<file path="src/design/decw_pkg.sv">
`timescale 1ns / 1ps
package decw_pkg;

  localparam int unsigned NUM_W  = 48;
  localparam int unsigned DEN_W  = 32;
  localparam int unsigned CNT_W  = 6;

  localparam logic [31:0] RST_PATH_BDP = 32'd150000;

  localparam logic [2:0] REG_SEG_SIZE        = 3'd0;
  localparam logic [2:0] REG_TARGET_RTT      = 3'd1;
  localparam logic [2:0] REG_BASE_RTT        = 3'd2;
  localparam logic [2:0] REG_PATH_BDP        = 3'd3;
  localparam logic [2:0] REG_QA_SCALE        = 3'd4;
  localparam logic [2:0] REG_FAIR_GAIN       = 3'd5;
  localparam logic [2:0] REG_DELAY_INC_GAIN  = 3'd6;
  localparam logic [2:0] REG_WINDOW_DEC_GAIN = 3'd7;

  localparam logic [1:0] KIND_ACK     = 2'd0;
  localparam logic [1:0] KIND_NACK    = 2'd1;
  localparam logic [1:0] KIND_TIMEOUT = 2'd2;
  localparam logic [1:0] KIND_UNUSED  = 2'd3;

  typedef enum logic [3:0] {
    MS_QA, MS_TOL, MS_DLY, MS_MM, MS_MMX, MS_T2T1, MS_T1R, MS_T2R,
    MS_DEC, MS_WZ, MS_T1M, MS_T2M
  } mul_sel_t;

  typedef enum logic [1:0] {
    DEN_RTT, DEN_WIN, DEN_BDP
  } den_sel_t;

  typedef enum logic [4:0] {
    WB_NONE, WB_LOAD, WB_PRE, WB_QA, WB_FAST, WB_T1_Q_M8, WB_T2_Q, WB_T1_P8_M,
    WB_ADD_P8, WB_ADD_P16, WB_T1_Q_256, WB_T2_Q_256, WB_T1_PROD, WB_T1_SUM,
    WB_SUB_P16, WB_T2_Q_SAT, WB_T1_P8, WB_SUB_D
  } wb_sel_t;

  typedef struct packed {
    logic     mul_en;
    mul_sel_t mul_sel;
    logic     div_start;
    den_sel_t div_den;
    wb_sel_t  wb;
    logic     out_load;
  } dp_cmd_t;

  typedef struct packed {
    logic [1:0] kind;
    logic       ignoring;
    logic       adapted;
    logic       fast_on;
    logic       ecn;
    logic       rtt_lt;
    logic       rtt_gt;
    logic       div_done;
  } dp_status_t;

  // clamp to [max(seg,1), 2^32-1]
  function automatic logic [31:0] win_clamp(input logic [48:0] v, input logic [15:0] seg);
    logic [31:0] lo;
    lo = (seg == 16'd0) ? 32'd1 : {16'd0, seg};
    if (v < {17'd0, lo}) return lo;
    else if (v > 49'h0_FFFF_FFFF) return 32'hFFFF_FFFF;
    else return v[31:0];
  endfunction

endpackage

</file>
<file path="src/design/decw_ctrl.sv">
`timescale 1ns / 1ps
module decw_ctrl (
  input  logic                 clk,
  input  logic                 rst,
  input  logic                 in_valid,
  output logic                 in_ready,
  output logic                 out_valid,
  input  logic                 out_ready,
  input  decw_pkg::dp_status_t status,
  output decw_pkg::dp_cmd_t    cmd
);

  typedef enum logic [5:0] {
    S_IDLE, S_PRE, S_QA_MUL, S_QA_APPLY, S_QA_NEXT, S_FAST_MUL, S_FAST_APPLY,
    S_CORE_SEL,
    C1_M1, C1_D1, C1_W1, C1_M2, C1_D2, C1_W2, C1_M3, C1_CL, C1_M4, C1_ADD,
    F_M1, F_M2, F_D, F_W, F_M3, F_ADD,
    C2_M1, C2_D1, C2_W1, C2_M2, C2_D2, C2_W2, C2_M3, C2_S1, C2_M4, C2_S2,
    C2_M5, C2_SUB,
    C3_M1, C3_D, C3_W, C3_M2, C3_S, C3_M3, C3_SUB,
    S_FIN
  } state_t;

  state_t state, state_next;

  assign in_ready = (state == S_IDLE);

  always_comb begin
    state_next    = state;
    cmd.mul_en    = 1'b0;
    cmd.mul_sel   = decw_pkg::MS_QA;
    cmd.div_start = 1'b0;
    cmd.div_den   = decw_pkg::DEN_RTT;
    cmd.wb        = decw_pkg::WB_NONE;
    cmd.out_load  = 1'b0;
    unique case (state)
      S_IDLE: if (in_valid) begin
        cmd.wb     = decw_pkg::WB_LOAD;
        state_next = S_PRE;
      end
      S_PRE: begin
        cmd.wb     = decw_pkg::WB_PRE;
        state_next = (status.kind != decw_pkg::KIND_UNUSED && !status.ignoring)
                     ? S_QA_MUL : S_FIN;
      end
      S_QA_MUL: begin
        cmd.mul_en = 1'b1; cmd.mul_sel = decw_pkg::MS_QA; state_next = S_QA_APPLY;
      end
      S_QA_APPLY: begin cmd.wb = decw_pkg::WB_QA; state_next = S_QA_NEXT; end
      S_QA_NEXT:
        state_next = (status.adapted || status.kind != decw_pkg::KIND_ACK)
                     ? S_FIN : S_FAST_MUL;
      S_FAST_MUL: begin
        cmd.mul_en = 1'b1; cmd.mul_sel = decw_pkg::MS_TOL; state_next = S_FAST_APPLY;
      end
      S_FAST_APPLY: begin cmd.wb = decw_pkg::WB_FAST; state_next = S_CORE_SEL; end
      S_CORE_SEL: begin
        priority if (status.fast_on)                  state_next = S_FIN;
        else if (!status.ecn && status.rtt_lt)        state_next = C1_M1;
        else if (status.ecn && status.rtt_gt)         state_next = C2_M1;
        else if (status.ecn && status.rtt_lt)         state_next = C3_M1;
        else if (!status.ecn && status.rtt_gt)        state_next = F_M1;
        else                                          state_next = S_FIN;
      end
      // rtt below target, no mark
      C1_M1: begin cmd.mul_en = 1'b1; cmd.mul_sel = decw_pkg::MS_DLY; state_next = C1_D1; end
      C1_D1: begin cmd.div_start = 1'b1; cmd.div_den = decw_pkg::DEN_RTT; state_next = C1_W1; end
      C1_W1: if (status.div_done) begin cmd.wb = decw_pkg::WB_T1_Q_M8; state_next = C1_M2; end
      C1_M2: begin cmd.mul_en = 1'b1; cmd.mul_sel = decw_pkg::MS_MM; state_next = C1_D2; end
      C1_D2: begin cmd.div_start = 1'b1; cmd.div_den = decw_pkg::DEN_WIN; state_next = C1_W2; end
      C1_W2: if (status.div_done) begin cmd.wb = decw_pkg::WB_T2_Q; state_next = C1_M3; end
      C1_M3: begin cmd.mul_en = 1'b1; cmd.mul_sel = decw_pkg::MS_T2T1; state_next = C1_CL; end
      C1_CL: begin cmd.wb = decw_pkg::WB_T1_P8_M; state_next = C1_M4; end
      C1_M4: begin cmd.mul_en = 1'b1; cmd.mul_sel = decw_pkg::MS_T1R; state_next = C1_ADD; end
      C1_ADD: begin cmd.wb = decw_pkg::WB_ADD_P8; state_next = F_M1; end
      // fairness increase
      F_M1: begin cmd.mul_en = 1'b1; cmd.mul_sel = decw_pkg::MS_MM; state_next = F_M2; end
      F_M2: begin cmd.mul_en = 1'b1; cmd.mul_sel = decw_pkg::MS_MMX; state_next = F_D; end
      F_D: begin cmd.div_start = 1'b1; cmd.div_den = decw_pkg::DEN_WIN; state_next = F_W; end
      F_W: if (status.div_done) begin cmd.wb = decw_pkg::WB_T2_Q; state_next = F_M3; end
      F_M3: begin cmd.mul_en = 1'b1; cmd.mul_sel = decw_pkg::MS_T2R; state_next = F_ADD; end
      F_ADD: begin cmd.wb = decw_pkg::WB_ADD_P16; state_next = S_FIN; end
      // rtt above target, marked
      C2_M1: begin cmd.mul_en = 1'b1; cmd.mul_sel = decw_pkg::MS_DEC; state_next = C2_D1; end
      C2_D1: begin cmd.div_start = 1'b1; cmd.div_den = decw_pkg::DEN_RTT; state_next = C2_W1; end
      C2_W1: if (status.div_done) begin cmd.wb = decw_pkg::WB_T1_Q_256; state_next = C2_M2; end
      C2_M2: begin cmd.mul_en = 1'b1; cmd.mul_sel = decw_pkg::MS_WZ; state_next = C2_D2; end
      C2_D2: begin cmd.div_start = 1'b1; cmd.div_den = decw_pkg::DEN_BDP; state_next = C2_W2; end
      C2_W2: if (status.div_done) begin cmd.wb = decw_pkg::WB_T2_Q_256; state_next = C2_M3; end
      C2_M3: begin cmd.mul_en = 1'b1; cmd.mul_sel = decw_pkg::MS_T1M; state_next = C2_S1; end
      C2_S1: begin cmd.wb = decw_pkg::WB_T1_PROD; state_next = C2_M4; end
      C2_M4: begin cmd.mul_en = 1'b1; cmd.mul_sel = decw_pkg::MS_T2M; state_next = C2_S2; end
      C2_S2: begin cmd.wb = decw_pkg::WB_T1_SUM; state_next = C2_M5; end
      C2_M5: begin cmd.mul_en = 1'b1; cmd.mul_sel = decw_pkg::MS_T1R; state_next = C2_SUB; end
      C2_SUB: begin cmd.wb = decw_pkg::WB_SUB_P16; state_next = S_FIN; end
      // rtt below target, marked
      C3_M1: begin cmd.mul_en = 1'b1; cmd.mul_sel = decw_pkg::MS_WZ; state_next = C3_D; end
      C3_D: begin cmd.div_start = 1'b1; cmd.div_den = decw_pkg::DEN_BDP; state_next = C3_W; end
      C3_W: if (status.div_done) begin cmd.wb = decw_pkg::WB_T2_Q_SAT; state_next = C3_M2; end
      C3_M2: begin cmd.mul_en = 1'b1; cmd.mul_sel = decw_pkg::MS_T2M; state_next = C3_S; end
      C3_S: begin cmd.wb = decw_pkg::WB_T1_P8; state_next = C3_M3; end
      C3_M3: begin cmd.mul_en = 1'b1; cmd.mul_sel = decw_pkg::MS_T1R; state_next = C3_SUB; end
      C3_SUB: begin cmd.wb = decw_pkg::WB_SUB_D; state_next = S_FIN; end
      S_FIN: if (!out_valid || out_ready) begin
        cmd.out_load = 1'b1;
        state_next   = S_IDLE;
      end
      default: state_next = S_IDLE;
    endcase
  end

  always_ff @(posedge clk) begin
    if (rst) begin
      state     <= S_IDLE;
      out_valid <= 1'b0;
    end else begin
      state <= state_next;
      if (cmd.out_load)   out_valid <= 1'b1;
      else if (out_ready) out_valid <= 1'b0;
    end
  end

endmodule

</file>
<file path="config.mk">
export PLATFORM = sky130hd
export DESIGN_NAME = decw_ctrl
export DESIGN_NICKNAME = d
export VERILOG_FILES = /design/src/design/decw_pkg.sv /design/src/design/decw_ctrl.sv
export SDC_FILE = /design/constraint.sdc
export NUM_CORES = 1
export LEC_CHECK = 0
export ABC_AREA = 1
export BUFFER_PORTS_ARGS = -buffer_cell sky130_fd_sc_hd__buf_4
export CORE_AREA = 2 2 52 54
export CTS_CLUSTER_SIZE = 28
export DETAILED_ROUTE_END_ITERATION = 10
export DIE_AREA = 0 0 54 56
export GPL_ROUTABILITY_DRIVEN = 0
export MAX_ROUTING_LAYER = met4
export PLACE_DENSITY = 0.79
export SLEW_MARGIN = 5
export SYNTH_ARGS = -nofsm -noshare
export SYNTH_HDL_FRONTEND = slang
export SYNTH_SLANG_ARGS = --single-unit
</file>
<file path="constraint.sdc">
create_clock -name clk -period 1.7 [get_ports clk]
set_clock_uncertainty 0.15 [all_clocks]
set_input_delay 0.17 -clock clk [delete_from_list [all_inputs] [get_ports clk]]
set_output_delay 0.17 -clock clk [all_outputs]
set_load 0.02 [all_outputs]
</file>
==> impl_summary.log, run 1 <==
INFO  metric run_status = aborted with a tool error
INFO  metric last_stage = clock tree synthesis (4_1_cts)
INFO  metric toolErrorMsg = [ERROR DPL-0033] detailed placement checks failed during check placement.
INFO  metric h_tree_levels = 1
INFO  metric synth.top_cells.by_count = sky130_fd_sc_hd__nand2_1 (95), sky130_fd_sc_hd__nor2_1 (59), sky130_fd_sc_hd__nand3_1 (28)
INFO  metric post_cts_buffers = 16
INFO  metric cts_repair_resize_count = 78
INFO  metric placed_instance_area = about 2000 um^2
INFO  metric clkSinkCount = 7
INFO  metric floorplan.initialDensity = between 50% and 60%
INFO  metric cell_accounting_for_the_most_synthesized_area = sky130_fd_sc_hd__nand2_1
INFO  metric post_synth_top_flop = sky130_fd_sc_hd__dfxtp_1
INFO  metric synth_most_common_cell = sky130_fd_sc_hd__nand2_1
INFO  metric place.port_buffers = 28
INFO  metric post_synth_main_area_contributors = sky130_fd_sc_hd__nand2_1 (27%), sky130_fd_sc_hd__nor2_1 (17%), sky130_fd_sc_hd__dfxtp_1 (11%)
INFO  metric dp_hpwl = 4.184 mm
INFO  metric pin_count = 29
INFO  metric syn_avg_cell_area = 4.798 um^2
INFO  metric ys_warn_count = 0
INFO  metric num_rows = 18
INFO  metric pre_cts_slack = -0.2225 ns
INFO  metric synth.yosys.seq_area_share = between 10% and 20%
INFO  metric syn-instance-count = approximately 270
INFO  metric die_height = 56 um
INFO  metric yosysUniqueCellTypes = 28
INFO  metric synth-edff-count = 0
INFO  metric clockRootBuffer = sky130_fd_sc_hd__clkbuf_4
INFO  metric number_of_hold_buffers_added_after_cts = 1
INFO  metric asyncSetResetFlopFracSynth = 0%
INFO  metric synth-seq-cells = 7
INFO  metric netlist_area_pre_place = approximately 1300 um^2
INFO  metric synth_largest_type_area_fraction = 27.33%
INFO  metric fp.dieW = approximately 54 um
INFO  metric cts_buf_count = 3
INFO  metric max-clock-path-buffers = 2
INFO  metric syn_nets = approximately 290
[through the flow]
stage	utilization (%)	std cells	setup TNS [ns]
detailed placement	80.40	371	-1.611
global placement	80.40	371	-1.153
floorplan	-	272	-0.1032
[logic make-up after synthesis]
family,Yosys count,share of synthesized area [%]
compound gates,24,10.26
buf+inv,36,11.98
flops,7,10.74
simple gates,205,67.02
==> run 2: changes to the inputs <==
--- a/config.mk
+++ b/config.mk
@@ -7,13 +7,11 @@
 export LEC_CHECK = 0
 export ABC_AREA = 1
 export BUFFER_PORTS_ARGS = -buffer_cell sky130_fd_sc_hd__buf_4
-export CORE_AREA = 2 2 52 54
-export CTS_CLUSTER_SIZE = 28
+export CORE_AREA = 2 2 63 65
 export DETAILED_ROUTE_END_ITERATION = 10
-export DIE_AREA = 0 0 54 56
+export DIE_AREA = 0 0 65 67
 export GPL_ROUTABILITY_DRIVEN = 0
-export MAX_ROUTING_LAYER = met4
-export PLACE_DENSITY = 0.79
+export PLACE_DENSITY_LB_ADDON = 0.15
 export SLEW_MARGIN = 5
 export SYNTH_ARGS = -nofsm -noshare
 export SYNTH_HDL_FRONTEND = slang
==> run 2 against run 1 <==
  * The flow now finishes, with violations (setup timing)
  * Area after synthesis did not move
  * Synthesized cell count did not move
==> impl_summary.log, run 2 <==
INFO  metric p_leak = 0.001503 uW
INFO  metric post_synth_main_area_contributors = sky130_fd_sc_hd__nand2_1 (27%), sky130_fd_sc_hd__nor2_1 (17%), sky130_fd_sc_hd__dfxtp_1 (11%)
INFO  metric grt_antenna_before_repair = 0
INFO  metric clk_pin_slew_worst_paths = ~0.04 ns
INFO  metric wl_per_cell = roughly 15 um
INFO  metric timing.hold.worst.start = rst
INFO  metric routed_via_count = approximately 2300
INFO  metric r2r-end = state[1]
INFO  metric synth.top_cells.by_count = sky130_fd_sc_hd__nand2_1 (95), sky130_fd_sc_hd__nor2_1 (59), sky130_fd_sc_hd__nand3_1 (28)
INFO  metric final_nets = a little under 400
INFO  metric setup.reg_to_reg.worst_slack = -0.21 ns
INFO  metric synth-seq-cells = 7 (unchanged)
INFO  metric synth_most_common_cell = sky130_fd_sc_hd__nand2_1
INFO  metric worst_slew_pin_slew = slightly above 0.4 ns
INFO  metric type_of_origin_of_the_critical_path = register
INFO  metric grt.overflow.total = 0
INFO  metric critical_path_class = reg2out
INFO  metric number_of_drc_markers_after_the_initial_detailed_route_iteration = about 200
INFO  metric grt_setup_unrepaired = true
INFO  metric cp_max_fo = 6
INFO  metric worstPathCellList = nand2_2, inv_1, buf_4, nand3_1, nand3_1, or3_4, buf_6
INFO  metric ys_warn_count = 0 (unchanged)
INFO  metric antenna-diode-count = 0
INFO  metric maxSlewViolCount = 0
INFO  metric critical_path.max_stage_delay = approximately 0.37 ns
INFO  metric post_synth_top_flop = sky130_fd_sc_hd__dfxtp_1
INFO  metric path_common_cell = sky130_fd_sc_hd__nand3_1
INFO  metric powerDensity = approximately 1200 nW/um^2
INFO  metric max-cap-violations = 0
INFO  metric dp_hpwl = 4.371 mm (+4.5%)
INFO  metric cts_buf_count = 3 (unchanged)
INFO  metric final_min_period_over_clock_period = 123.0%
INFO  metric die_height = 67 um (+20%)
INFO  metric asyncSetResetFlopFracSynth = 0% (unchanged)
INFO  metric grt_pass1_wl = ~9.3 mm
INFO  metric worstHoldPathCells = 2
INFO  metric fin_area = roughly 2600 um^2
INFO  metric setup_ws = -0.3912 ns
INFO  metric cp.arrival = around 1.8 ns
INFO  metric largest_reg_flops = 6
INFO  metric worstPathRequired = roughly 1.4 ns
INFO  metric final_period_minus_worst_setup_slack = about 2.1 ns
INFO  metric relSlewSlack = 72.93%
INFO  metric floorplan.initialDensity = 36.19% (-17 points)
INFO  metric area_grow_syn2layout = 96.64%
INFO  metric num_rows = 22 (+4)
INFO  metric timing.rr.start = state[4]
INFO  metric top_library_cells_by_usage_in_the_layout_fill_and_taps_aside = sky130_fd_sc_hd__buf_4 (87), sky130_fd_sc_hd__nand2_1 (73), sky130_fd_sc_hd__nor2_1 (44)
INFO  metric route.antenna.remaining_nets = 0
INFO  metric report.final.setup_viol = 20
INFO  metric syn_avg_cell_area = 4.798 um^2 (unchanged)
INFO  metric cpMaxStageDelayCell = sky130_fd_sc_hd__dfxtp_4
INFO  metric run_status = finished, violations left
INFO  metric pre_cts_slack = -0.2004 ns (+0.02201 ns)
INFO  metric tritoncts = yes
INFO  metric drt_pre_antenna_iters = 5
INFO  metric achievable-frequency = 0.4782 GHz
INFO  metric route.detailed.vias_per_inst = 5.489
INFO  metric placed_instance_area = 2021 um^2 (+3.3%)
INFO  metric post_route_cells_drive_above_1_share = roughly 50%
INFO  metric pin_count = 29 (unchanged)
INFO  metric max-clock-path-buffers = 2 (unchanged)
INFO  metric hold-path-endpoint = state[3]
INFO  metric timing_hold_violations_final = 0
INFO  metric crit_path_end_kind = output pin
INFO  metric cell_accounting_for_the_most_synthesized_area = sky130_fd_sc_hd__nand2_1
INFO  metric synth-edff-count = 0 (unchanged)
INFO  metric yosysUniqueCellTypes = 28 (unchanged)
INFO  metric holdCritPathClass = in2reg
INFO  metric synth.yosys.seq_area_share = 10.74% (unchanged)
INFO  metric worst-r2r-cell-count = 12
INFO  metric fp.coreArea = about 3600 um^2
INFO  metric syn_nets = 285 (unchanged)
INFO  metric netlist_area_pre_place = 1305 um^2 (unchanged)
INFO  metric largest_register = state
INFO  metric synth_largest_type_area_fraction = 27.33% (unchanged)
INFO  metric place.port_buffers = 28 (unchanged)
INFO  metric insertion_delay = between 0.2 and 0.25 ns
INFO  metric die_area = between 4000 and 5000 um^2
INFO  metric clkSinkCount = 7 (unchanged)
INFO  metric first_global_vias = just over 2000
INFO  metric ir_drop = about 0.0007 V
INFO  metric h_tree_levels = 1 (unchanged)
INFO  metric clockRootBuffer = sky130_fd_sc_hd__clkbuf_8
INFO  metric overall_routed_net_length = around 6.5 mm
INFO  metric fp.dieW = 65 um (+20%)
INFO  metric final_common_cell = sky130_fd_sc_hd__buf_4
INFO  metric grt_util_all_layers = 28.10%
INFO  metric maximum_number_of_pins_on_one_net_before_global_route_repair = 13
INFO  metric drc = 0
INFO  metric violations = setup timing
INFO  metric syn-instance-count = 272 (unchanged)
INFO  metric reg_top3 = state: 6 flops, out_valid: 1 flops
[run 2: cell counts after synthesis]
Identical to the previous run, type by type.
[run 2: cell type report]
cell class              instances  area (um^2)
repair buffers                104        853.3
inverters                      30        117.6
multi-input cells             230         1330
flip-flops and latches          7        160.2
well taps                      48        60.06
fillers                       302         1040
clock buffers                   4        45.04
[run 2: worst max path at each step]
stage / from / end / depth (start not counted)
2_1_floorplan: state[5] / cmd[13] / 8
3_3_place_gp: state[5] / cmd[13] / 10
3_5_place_dp: state[5] / cmd[13] / 10
4_1_cts: state[5] / cmd[13] / 10
5_1_grt: state[1] / cmd[13] / 7
6_report: state[1] / cmd[13] / 7
[run 2: metrics by stage]
step	util, %	hold WS [ns]	TNS [ns]	total power, uW	cells
2_1_floorplan	-	0.08165	-0.1032	1449	272
3_3_place_gp	56.04	0.2356	-1.706	2282	398
3_5_place_dp	56.04	0.2383	-1.667	2295	398
4_1_cts	64.47	0.0009636	-3.338	2805	411
5_1_grt	71.17	0.01886	-5.624	3261	423
6_report	71.17	0.008286	-4.498	3093	423
[run 2: logic make-up (layout without fill, tap and decap cells)]
kind of cell           after synthesis  count (layout)  share of synthesized area (%)
AND/OR/NAND/NOR                    205             206                          67.02
flip-flops                           7               7                          10.74
AO/OA/AOI/OAI                       24              24                          10.26
buffers and inverters               36             138                          11.98
[run 2: critical path: cells and delay by family (launching register included)]
family                 cells  cell delay [ns]
and+or+nand+nor            4             0.77
buffers and inverters      3             0.41
DFF                        1             0.37
[run 2: what timing repair did]
action	4_1_cts	5_1_grt
hold buffers	0	0
gates resized for setup	60	40
pin swaps	11	11
setup buffers	7	13
setup endpoints to repair	21	21
cloned	2	0
[run 2: where the power goes]
part           internal [uW]  switching, uW  total [uW]
Clock                    162           72.3         235
Sequential               236            101         337
Combinational           1130           1390        2520
[run 2: per-layer routing]
layer | GRT usage [%] | wire length [um] | part of all wire, %
met5 | 0 | 0 | 0
met4 | 11.44 | 282 | 4.3
met3 | 3.547 | 527 | 8.1
met2 | 48.97 | 3089 | 48
met1 | 34.78 | 2601 | 40
Power figures use the tool's default switching activity.
==> run 3: changes to the inputs <==
--- a/config.mk
+++ b/config.mk
@@ -12,6 +12,7 @@
 export DIE_AREA = 0 0 65 67
 export GPL_ROUTABILITY_DRIVEN = 0
 export PLACE_DENSITY_LB_ADDON = 0.15
+export SETUP_SLACK_MARGIN = 0.2
 export SLEW_MARGIN = 5
 export SYNTH_ARGS = -nofsm -noshare
 export SYNTH_HDL_FRONTEND = slang
==> run 3 against run 2 <==
  * Critical endpoint unchanged
  * Clock power about the same
  * Critical path depth unchanged
  * Cell count decreased by 1.2%
  * The run still ends with setup timing left
==> impl_summary.log, run 3 (synthesis results as in run 2) <==
INFO  metric max-clock-path-buffers = 2 (unchanged)
INFO  metric h_tree_levels = 1 (unchanged)
INFO  metric overall_routed_net_length = 6.243 mm (-4.0%)
INFO  metric timing.critical_path.max_delay_family = simple AND/OR/NAND/NOR gates
INFO  metric cpMaxStageDelayCell = sky130_fd_sc_hd__dfxtp_4
INFO  metric largest_register = state
INFO  metric worstPathRequired = 1.38 ns (about the same)
INFO  metric achievable-frequency = 0.4870 GHz (+1.8%)
INFO  metric route.detailed.vias_per_inst = 5.313 (-3.2%)
INFO  metric routed_via_count = 2221 (-4.3%)
INFO  metric route.antenna.remaining_nets = 0 (unchanged)
INFO  metric grt.overflow.total = 0 (unchanged)
INFO  metric worst-path-buf-inv = 3 (unchanged)
INFO  metric grt_pass1_wl = 9.694 mm (+3.8%)
INFO  metric die_height = 67 um (unchanged)
INFO  metric final_common_cell = sky130_fd_sc_hd__buf_4
INFO  metric clk_pin_slew_worst_paths = 0.04 ns (about the same)
INFO  metric crit_path_end_kind = output pin
INFO  metric timing.hold.worst.start = rst
INFO  metric p_leak = 0.001508 uW (+0.31%)
INFO  metric maximum_number_of_pins_on_one_net_before_global_route_repair = 12 (-1)
INFO  metric holdCritPathClass = in2reg
INFO  metric critical_path_class = reg2out
INFO  metric floorplan.initialDensity = 36.19% (unchanged)
INFO  metric cp.arrival = 1.73 ns (-0.04 ns)
INFO  metric fin_area = 2600 um^2 (+1.3%)
INFO  metric worst_slew_pin_slew = 0.5057 ns (+0.1027 ns)
INFO  metric number_of_hold_buffers_added_after_cts = 0 (unchanged)
INFO  metric largest_reg_flops = 6 (unchanged)
INFO  metric clkSinkCount = 7 (unchanged)
INFO  metric grt_antenna_before_repair = 0 (unchanged)
INFO  metric violations = setup timing
INFO  metric pre_cts_slack = -0.1900 ns (+0.01041 ns)
INFO  metric drt_pre_antenna_iters = 5 (unchanged)
INFO  metric area_grow_syn2layout = 99.23%
INFO  metric run_status = finished, violations left
INFO  metric place.port_buffers = 28 (unchanged)
INFO  metric tritoncts = yes
INFO  metric maxSlewViolCount = 0 (unchanged)
INFO  metric pin_count = 29 (unchanged)
INFO  metric antenna-diode-count = 0 (unchanged)
INFO  metric top_library_cells_by_usage_in_the_layout_fill_and_taps_aside = sky130_fd_sc_hd__buf_4 (77), sky130_fd_sc_hd__nand2_1 (73), sky130_fd_sc_hd__nor2_1 (39)
INFO  metric final_cells = 418 (-1.2%)
INFO  metric final_nets = 384 (-1.3%)
INFO  metric fp.coreArea = 3606 um^2 (unchanged)
INFO  metric final_period_minus_worst_setup_slack = 2.053 ns (-0.03787 ns)
INFO  metric placed_instance_area = 2051 um^2 (+1.5%)
INFO  metric type_of_origin_of_the_critical_path = register
INFO  metric critical_path.max_stage_delay = 0.37 ns (about the same)
INFO  metric grt_setup_unrepaired = true
INFO  metric num_rows = 22 (unchanged)
INFO  metric drc = 0 (unchanged)
INFO  metric ir_drop = 0.0007035 V (+0.70%)
INFO  metric insertion_delay = 0.23 ns (about the same)
INFO  metric relSlewSlack = 66.03% (-6.9 points)
INFO  metric reg_top3 = state: 6 flops, out_valid: 1 flops
INFO  metric timing.rr.start = state[4]
INFO  metric clockRootBuffer = sky130_fd_sc_hd__clkbuf_8
INFO  metric number_of_drc_markers_after_the_initial_detailed_route_iteration = 151 (-27%)
INFO  metric report.final.setup_viol = 21 (+5.0%)
INFO  metric timing_hold_violations_final = 0 (unchanged)
INFO  metric holdWs = 0.008260 ns (-0.00002618 ns)
INFO  metric post_route_cells_drive_above_1_share = 52.16% (+2.0 points)
INFO  metric fillers = 309 (+2.3%)
INFO  metric place.detailed.instances = 396 (-0.50%)
INFO  metric die_area = 4355 um^2 (unchanged)
INFO  metric cp_max_fo = 6 (unchanged)
INFO  metric max-cap-violations = 0 (unchanged)
INFO  metric worstPathCellList = nand2_2, inv_2, buf_4, nand3_2, nand3_1, or3_4, buf_6
INFO  metric final_min_period_over_clock_period = 120.8% (-2.2 points)
INFO  metric fp.dieW = 65 um (unchanged)
INFO  metric grt_util_all_layers = 29.32% (+1.2 points)
INFO  metric dp_hpwl = 4.448 mm (+1.8%)
INFO  metric cts_buf_count = 3 (unchanged)
INFO  metric powerDensity = 1224 nW/um^2 (+1.5%)
INFO  metric critPathLaunch = state[1]
INFO  metric wl_per_cell = 14.94 um (-2.8%)
INFO  metric setup_tns = -3.929 ns (+0.5686 ns)
INFO  metric setup_ws = -0.3534 ns (+0.03787 ns)
INFO  metric first_global_vias = 2137 (+4.1%)
run 3: layout make-up:
cell class | count | area, um^2 | share of cell area, %
clock buffer | 4 | 45.04 | 1.732
inverter | 30 | 120.1 | 4.620
multi-input combinational | 230 | 1371 | 52.74
sequential | 7 | 160.2 | 6.160
tap | 48 | 60.06 | 2.310
timing repair buffer | 99 | 843.3 | 32.44
run 3: metrics by stage:
stage / utilization, % / total power, uW
2_1_floorplan: - / 1488
3_3_place_gp: 56.87 / 2315
3_5_place_dp: 56.87 / 2321
4_1_cts: 68.18 / 2978
5_1_grt: 72.10 / 3377
6_report: 72.10 / 3182
run 3: per-layer routing:
layer / GRT usage [%] / wire (um) / vias up
li1: - / - / 1075
met1: 34.11 / 2439 / 1020
met2: 51.68 / 3069 / 108
met3: 6.081 / 544 / 18
met4: 12.77 / 190 / 0
met5: 0 / 0 / -
run 3: final timing paths:
kind | endpoint | slack [ns] | depth (start not counted)
worst max-delay path | cmd[13] | -0.35 | 7
worst min-delay path | state[3] | 0.008 | 2
worst max register to register | state[1] | -0.18 | 11
worst min register to register | state[3] | 0.38 | 2
run 3: what timing repair did:
action                                  in CTS  in global routing
pin swaps                                   15                  6
gates cloned                                 2                  0
endpoints found under the setup margin      21                 22
resized for setup                           75                 34
setup buffers                               13                  3
run 3: report_power, final:
part           internal [uW]  switching [uW]  total [uW]
combinational           1150            1460        2610
clock                    162            73.1         235
sequential               236             100         337
==> run 4: changes to the inputs <==
--- a/config.mk
+++ b/config.mk
@@ -5,7 +5,7 @@
 export SDC_FILE = /design/constraint.sdc
 export NUM_CORES = 1
 export LEC_CHECK = 0
-export ABC_AREA = 1
+export ABC_AREA = 0
 export BUFFER_PORTS_ARGS = -buffer_cell sky130_fd_sc_hd__buf_4
 export CORE_AREA = 2 2 63 65
 export DETAILED_ROUTE_END_ITERATION = 10
==> constraint.sdc (replaced) <==
create_clock -name clk -period 2.65 [get_ports clk]
set_clock_uncertainty 0.15 [all_clocks]
set_input_delay 0.265 -clock clk [delete_from_list [all_inputs] [get_ports clk]]
set_output_delay 0.265 -clock clk [all_outputs]
set_load 0.02 [all_outputs]
==> run 4 against run 3 <==
  * The flow now finishes without violations
  * Die area stayed put
  * Flip-flop and latch count unchanged
  * Synthesized cell count decreased by 18%
  * Area after synthesis rose by 5.7%
  * Routed wire length shrank 25%
  * Combinational power fell by 45%
  * Non-clock buffer count down 55
  * Critical path type unchanged
  * Highest routed layer unchanged
==> impl_summary.log, run 4 <==
INFO  metric cp.arrival = 1.96 ns (+0.23 ns)
INFO  metric place.port_buffers = 28 (unchanged)
INFO  metric synth_most_common_cell = sky130_fd_sc_hd__a21oi_1
INFO  metric floorplan.initialDensity = 38.24% (+2.0 points)
INFO  metric r2r-end = state[3]
INFO  metric worst-path-buf-inv = 2 (-1)
INFO  metric largest_reg_flops = 6 (unchanged)
INFO  metric setup_ws = 0.2778 ns (+0.6312 ns)
INFO  metric clkSinkCount = 7 (unchanged)
INFO  metric route.antenna.remaining_nets = 0 (unchanged)
INFO  metric grt_antenna_before_repair = 0 (unchanged)
INFO  metric worstHoldPathCells = 2 (unchanged)
INFO  metric holdWs = 0.1038 ns (+0.09550 ns)
INFO  metric grt.overflow.total = 0 (unchanged)
INFO  metric post_cts_buffers = 0 (-13)
INFO  metric reg_top3 = state: 6 flops, out_valid: 1 flops
INFO  metric final_period_minus_worst_setup_slack = between 2 and 2.5 ns
INFO  metric cts_buf_count = 3 (unchanged)
INFO  metric area_grow_syn2layout = 25.05%
INFO  metric run_status = complete, no violations
INFO  metric crit_path_end_kind = output pin
INFO  metric cpMaxStageDelayCell = sky130_fd_sc_hd__or4_4
INFO  metric ir_drop = 0.0003284 V (-53%)
INFO  metric yosysUniqueCellTypes = 54 (+93%)
INFO  metric synth_largest_type_area_fraction = 10.16% (-17 points)
INFO  metric final_min_period_over_clock_period = 89.52%
INFO  metric synth.yosys.seq_area_share = 10.16% (-0.57 points)
INFO  metric setup.reg_to_reg.worst_slack = 0.56 ns (+0.74 ns)
INFO  metric post_synth_main_area_contributors = sky130_fd_sc_hd__dfxtp_1 (10%), sky130_fd_sc_hd__a21oi_1 (9.1%), sky130_fd_sc_hd__nand2_1 (5.4%)
INFO  metric route.detailed.vias_per_inst = 6.153 (+16%)
INFO  metric number_of_drc_markers_after_the_initial_detailed_route_iteration = 251 (+66%)
INFO  metric top_library_cells_by_usage_in_the_layout_fill_and_taps_aside = sky130_fd_sc_hd__buf_4 (44), sky130_fd_sc_hd__a21oi_1 (25), sky130_fd_sc_hd__nand2_1 (20), sky130_fd_sc_hd__nor2_1 (20), sky130_fd_sc_hd__o21ai_0 (13)
INFO  metric pre_cts_slack = 0.4825 ns (+0.6726 ns)
INFO  metric clk_pin_slew_worst_paths = 0.04 ns (about the same)
INFO  metric dp_hpwl = 3.632 mm (-18%)
INFO  metric netlist_area_pre_place = 1379 um^2 (+5.7%)
INFO  metric footprint_of_the_flip_flops_and_latches = 143.9 um^2 (-10%)
INFO  metric die_area = 4355 um^2 (unchanged)
INFO  metric final_nets = 261 (-32%)
INFO  metric asyncSetResetFlopFracSynth = 0% (unchanged)
INFO  metric overall_routed_net_length = 4.680 mm (-25%)
INFO  metric fp.coreArea = 3606 um^2 (unchanged)
INFO  metric critPathLaunch = state[5]
INFO  metric worst_slew_pin_slew = 0.4326 ns (-0.07308 ns)
INFO  metric timing.rr.start = state[3]
INFO  metric num_rows = 22 (unchanged)
INFO  metric max-clock-path-buffers = 2 (unchanged)
INFO  metric cp_max_fo = 4 (-2)
INFO  metric critical_path_class = reg2out
INFO  metric report.final.setup_viol = 0 (-100%)
INFO  metric syn-instance-count = 223 (-18%)
INFO  metric grt_util_all_layers = 22.67% (-6.6 points)
INFO  metric post_synth_top_flop = sky130_fd_sc_hd__dfxtp_1
INFO  metric critical_path.max_stage_delay = 0.54 ns (+0.17 ns)
INFO  metric pin_count = 29 (unchanged)
INFO  metric largest_register = state
INFO  metric die_height = 67 um (unchanged)
INFO  metric ys_warn_count = 0 (unchanged)
INFO  metric worst-r2r-cell-count = 5 (-6)
INFO  metric synth-seq-cells = 7 (unchanged)
INFO  metric grt_pass1_wl = 7.790 mm (-20%)
INFO  metric maxSlewViolCount = 0 (unchanged)
INFO  metric synth-edff-count = 0 (unchanged)
INFO  metric first_global_vias = 1647 (-23%)
INFO  metric hold-path-endpoint = state[4]
INFO  metric worstPathCellList = or4_4, or3_4, inv_1, a32oi_1, o31ai_1, a31o_2, buf_4
INFO  metric holdCritPathClass = in2reg
INFO  metric clockRootBuffer = sky130_fd_sc_hd__clkbuf_8
INFO  metric achievable-frequency = 0.4215 GHz
INFO  metric worstPathRequired = 2.24 ns (+0.86 ns)
INFO  metric fp.dieW = 65 um (unchanged)
INFO  metric powerDensity = 1037 nW/um^2 (-15%)
INFO  metric insertion_delay = 0.23 ns (about the same)
INFO  metric syn_nets = 236 (-17%)
INFO  metric critical_path_cell_count = 7 (unchanged)
INFO  metric fillers = 399 (+29%)
INFO  metric routed_via_count = 1815 (-18%)
INFO  metric drc = 0 (unchanged)
INFO  metric antenna-diode-count = 0 (unchanged)
INFO  metric p_leak = 0.0006590 uW (-56%)
INFO  metric synth.top_cells.by_count = sky130_fd_sc_hd__a21oi_1 (25), sky130_fd_sc_hd__nand2_1 (20), sky130_fd_sc_hd__nor2_1 (20)
INFO  metric syn_avg_cell_area = 6.183 um^2 (+29%)
INFO  metric cts_repair_resize_count = 0 (-100%)
INFO  metric timing.critical_path.max_delay_family = simple AND/OR/NAND/NOR gates
INFO  metric drt_pre_antenna_iters = 4 (-1)
INFO  metric multi_input_area = 1119 um^2 (-18%)
INFO  metric number_of_hold_buffers_added_after_cts = 0 (unchanged)
INFO  metric timing_hold_violations_final = 0 (unchanged)
INFO  metric type_of_origin_of_the_critical_path = register
INFO  metric maximum_number_of_pins_on_one_net_before_global_route_repair = 26 (+14)
INFO  metric setup_tns = 0 ns (+3.929 ns)
INFO  metric cell_accounting_for_the_most_synthesized_area = sky130_fd_sc_hd__dfxtp_1
INFO  metric relSlewSlack = 71.10% (+5.1 points)
INFO  metric timing.hold.worst.start = rst
INFO  metric wl_per_cell = 15.86 um (+6.2%)
INFO  metric final_common_cell = sky130_fd_sc_hd__buf_4
INFO  metric post_route_cells_drive_above_1_share = 24.29% (-28 points)
INFO  metric grt_setup_unrepaired = false
INFO  metric tritoncts = yes
INFO  metric h_tree_levels = 1 (unchanged)
INFO  metric max-cap-violations = 0 (unchanged)
-- run 4: changes by cell type after synthesis, sizes merged, moves of 11 or more --
cell,before,now
nand3,29,6
a21oi,14,25
clkbuf,0,18
nand2b,0,12
inv,30,7
nand2,96,20
nor2,63,20
-- run 4: logic make-up after synthesis --
| family | count (synthesis) | synth area share [%] |
|---|---|---|
| AO/OA/AOI/OAI | 85 | 42.02 |
| flip-flops | 7 | 10.16 |
| buffers and inverters | 31 | 9.074 |
| multiplexers | 3 | 2.178 |
| AND/OR/NAND/NOR | 97 | 36.57 |
-- run 4: layout make-up --
cell class | instances | area share [%]
Sequential cell | 7 | 8.345
Tap cell | 48 | 3.483
Inverter | 7 | 1.524
Clock buffer | 4 | 2.612
Timing Repair Buffer | 44 | 19.16
Multi-Input combinational cell | 185 | 64.88
-- run 4: worst max path at each step --
stage	to	slack (ns)
finish	cmd[1]	0.28
global placement	state[3]	0.41
CTS	cmd[1]	0.23
detailed placement	cmd[1]	0.48
floorplan	cmd[12]	0.35
global route	cmd[1]	0.20
-- run 4: report_power, final --
group | switching (uW) | internal (uW) | leakage, uW
Combinational | 835 | 609 | 0.000578
Sequential | 51.3 | 141 | 0.0000585
Clock | 47.1 | 104 | 0.0000228
-- run 4: worst register-to-register path: stages, from the launching register on --
cell and delay, ns:
sky130_fd_sc_hd__dfxtp_2 0.42, sky130_fd_sc_hd__or4bb_1 0.53, sky130_fd_sc_hd__or2_2 0.33, sky130_fd_sc_hd__o21ai_1 0.22, sky130_fd_sc_hd__nor2_1 0.10, sky130_fd_sc_hd__a311oi_1 0.23
-- run 4: routing by layer --
metal	routed length [um]	track usage (%)	part of all wire, %
met1	2035	31.34	43
met4	42	5.851	0.90
met5	0	0	0
met2	2220	36.98	47
met3	381	2.872	8.1
-- run 4: per-stage QoR --
step | std cells | utilization (%) | instance area (um^2) | total power, uW
after floorplan | 223 | - | 1379 | 1181
after detailed placement | 291 | 46.32 | 1670 | 1610
after CTS | 295 | 47.57 | 1715 | 1768
after global routing | 295 | 47.81 | 1724 | 1946
final | 295 | 47.81 | 1724 | 1788
after global placement | 291 | 46.32 | 1670 | 1634
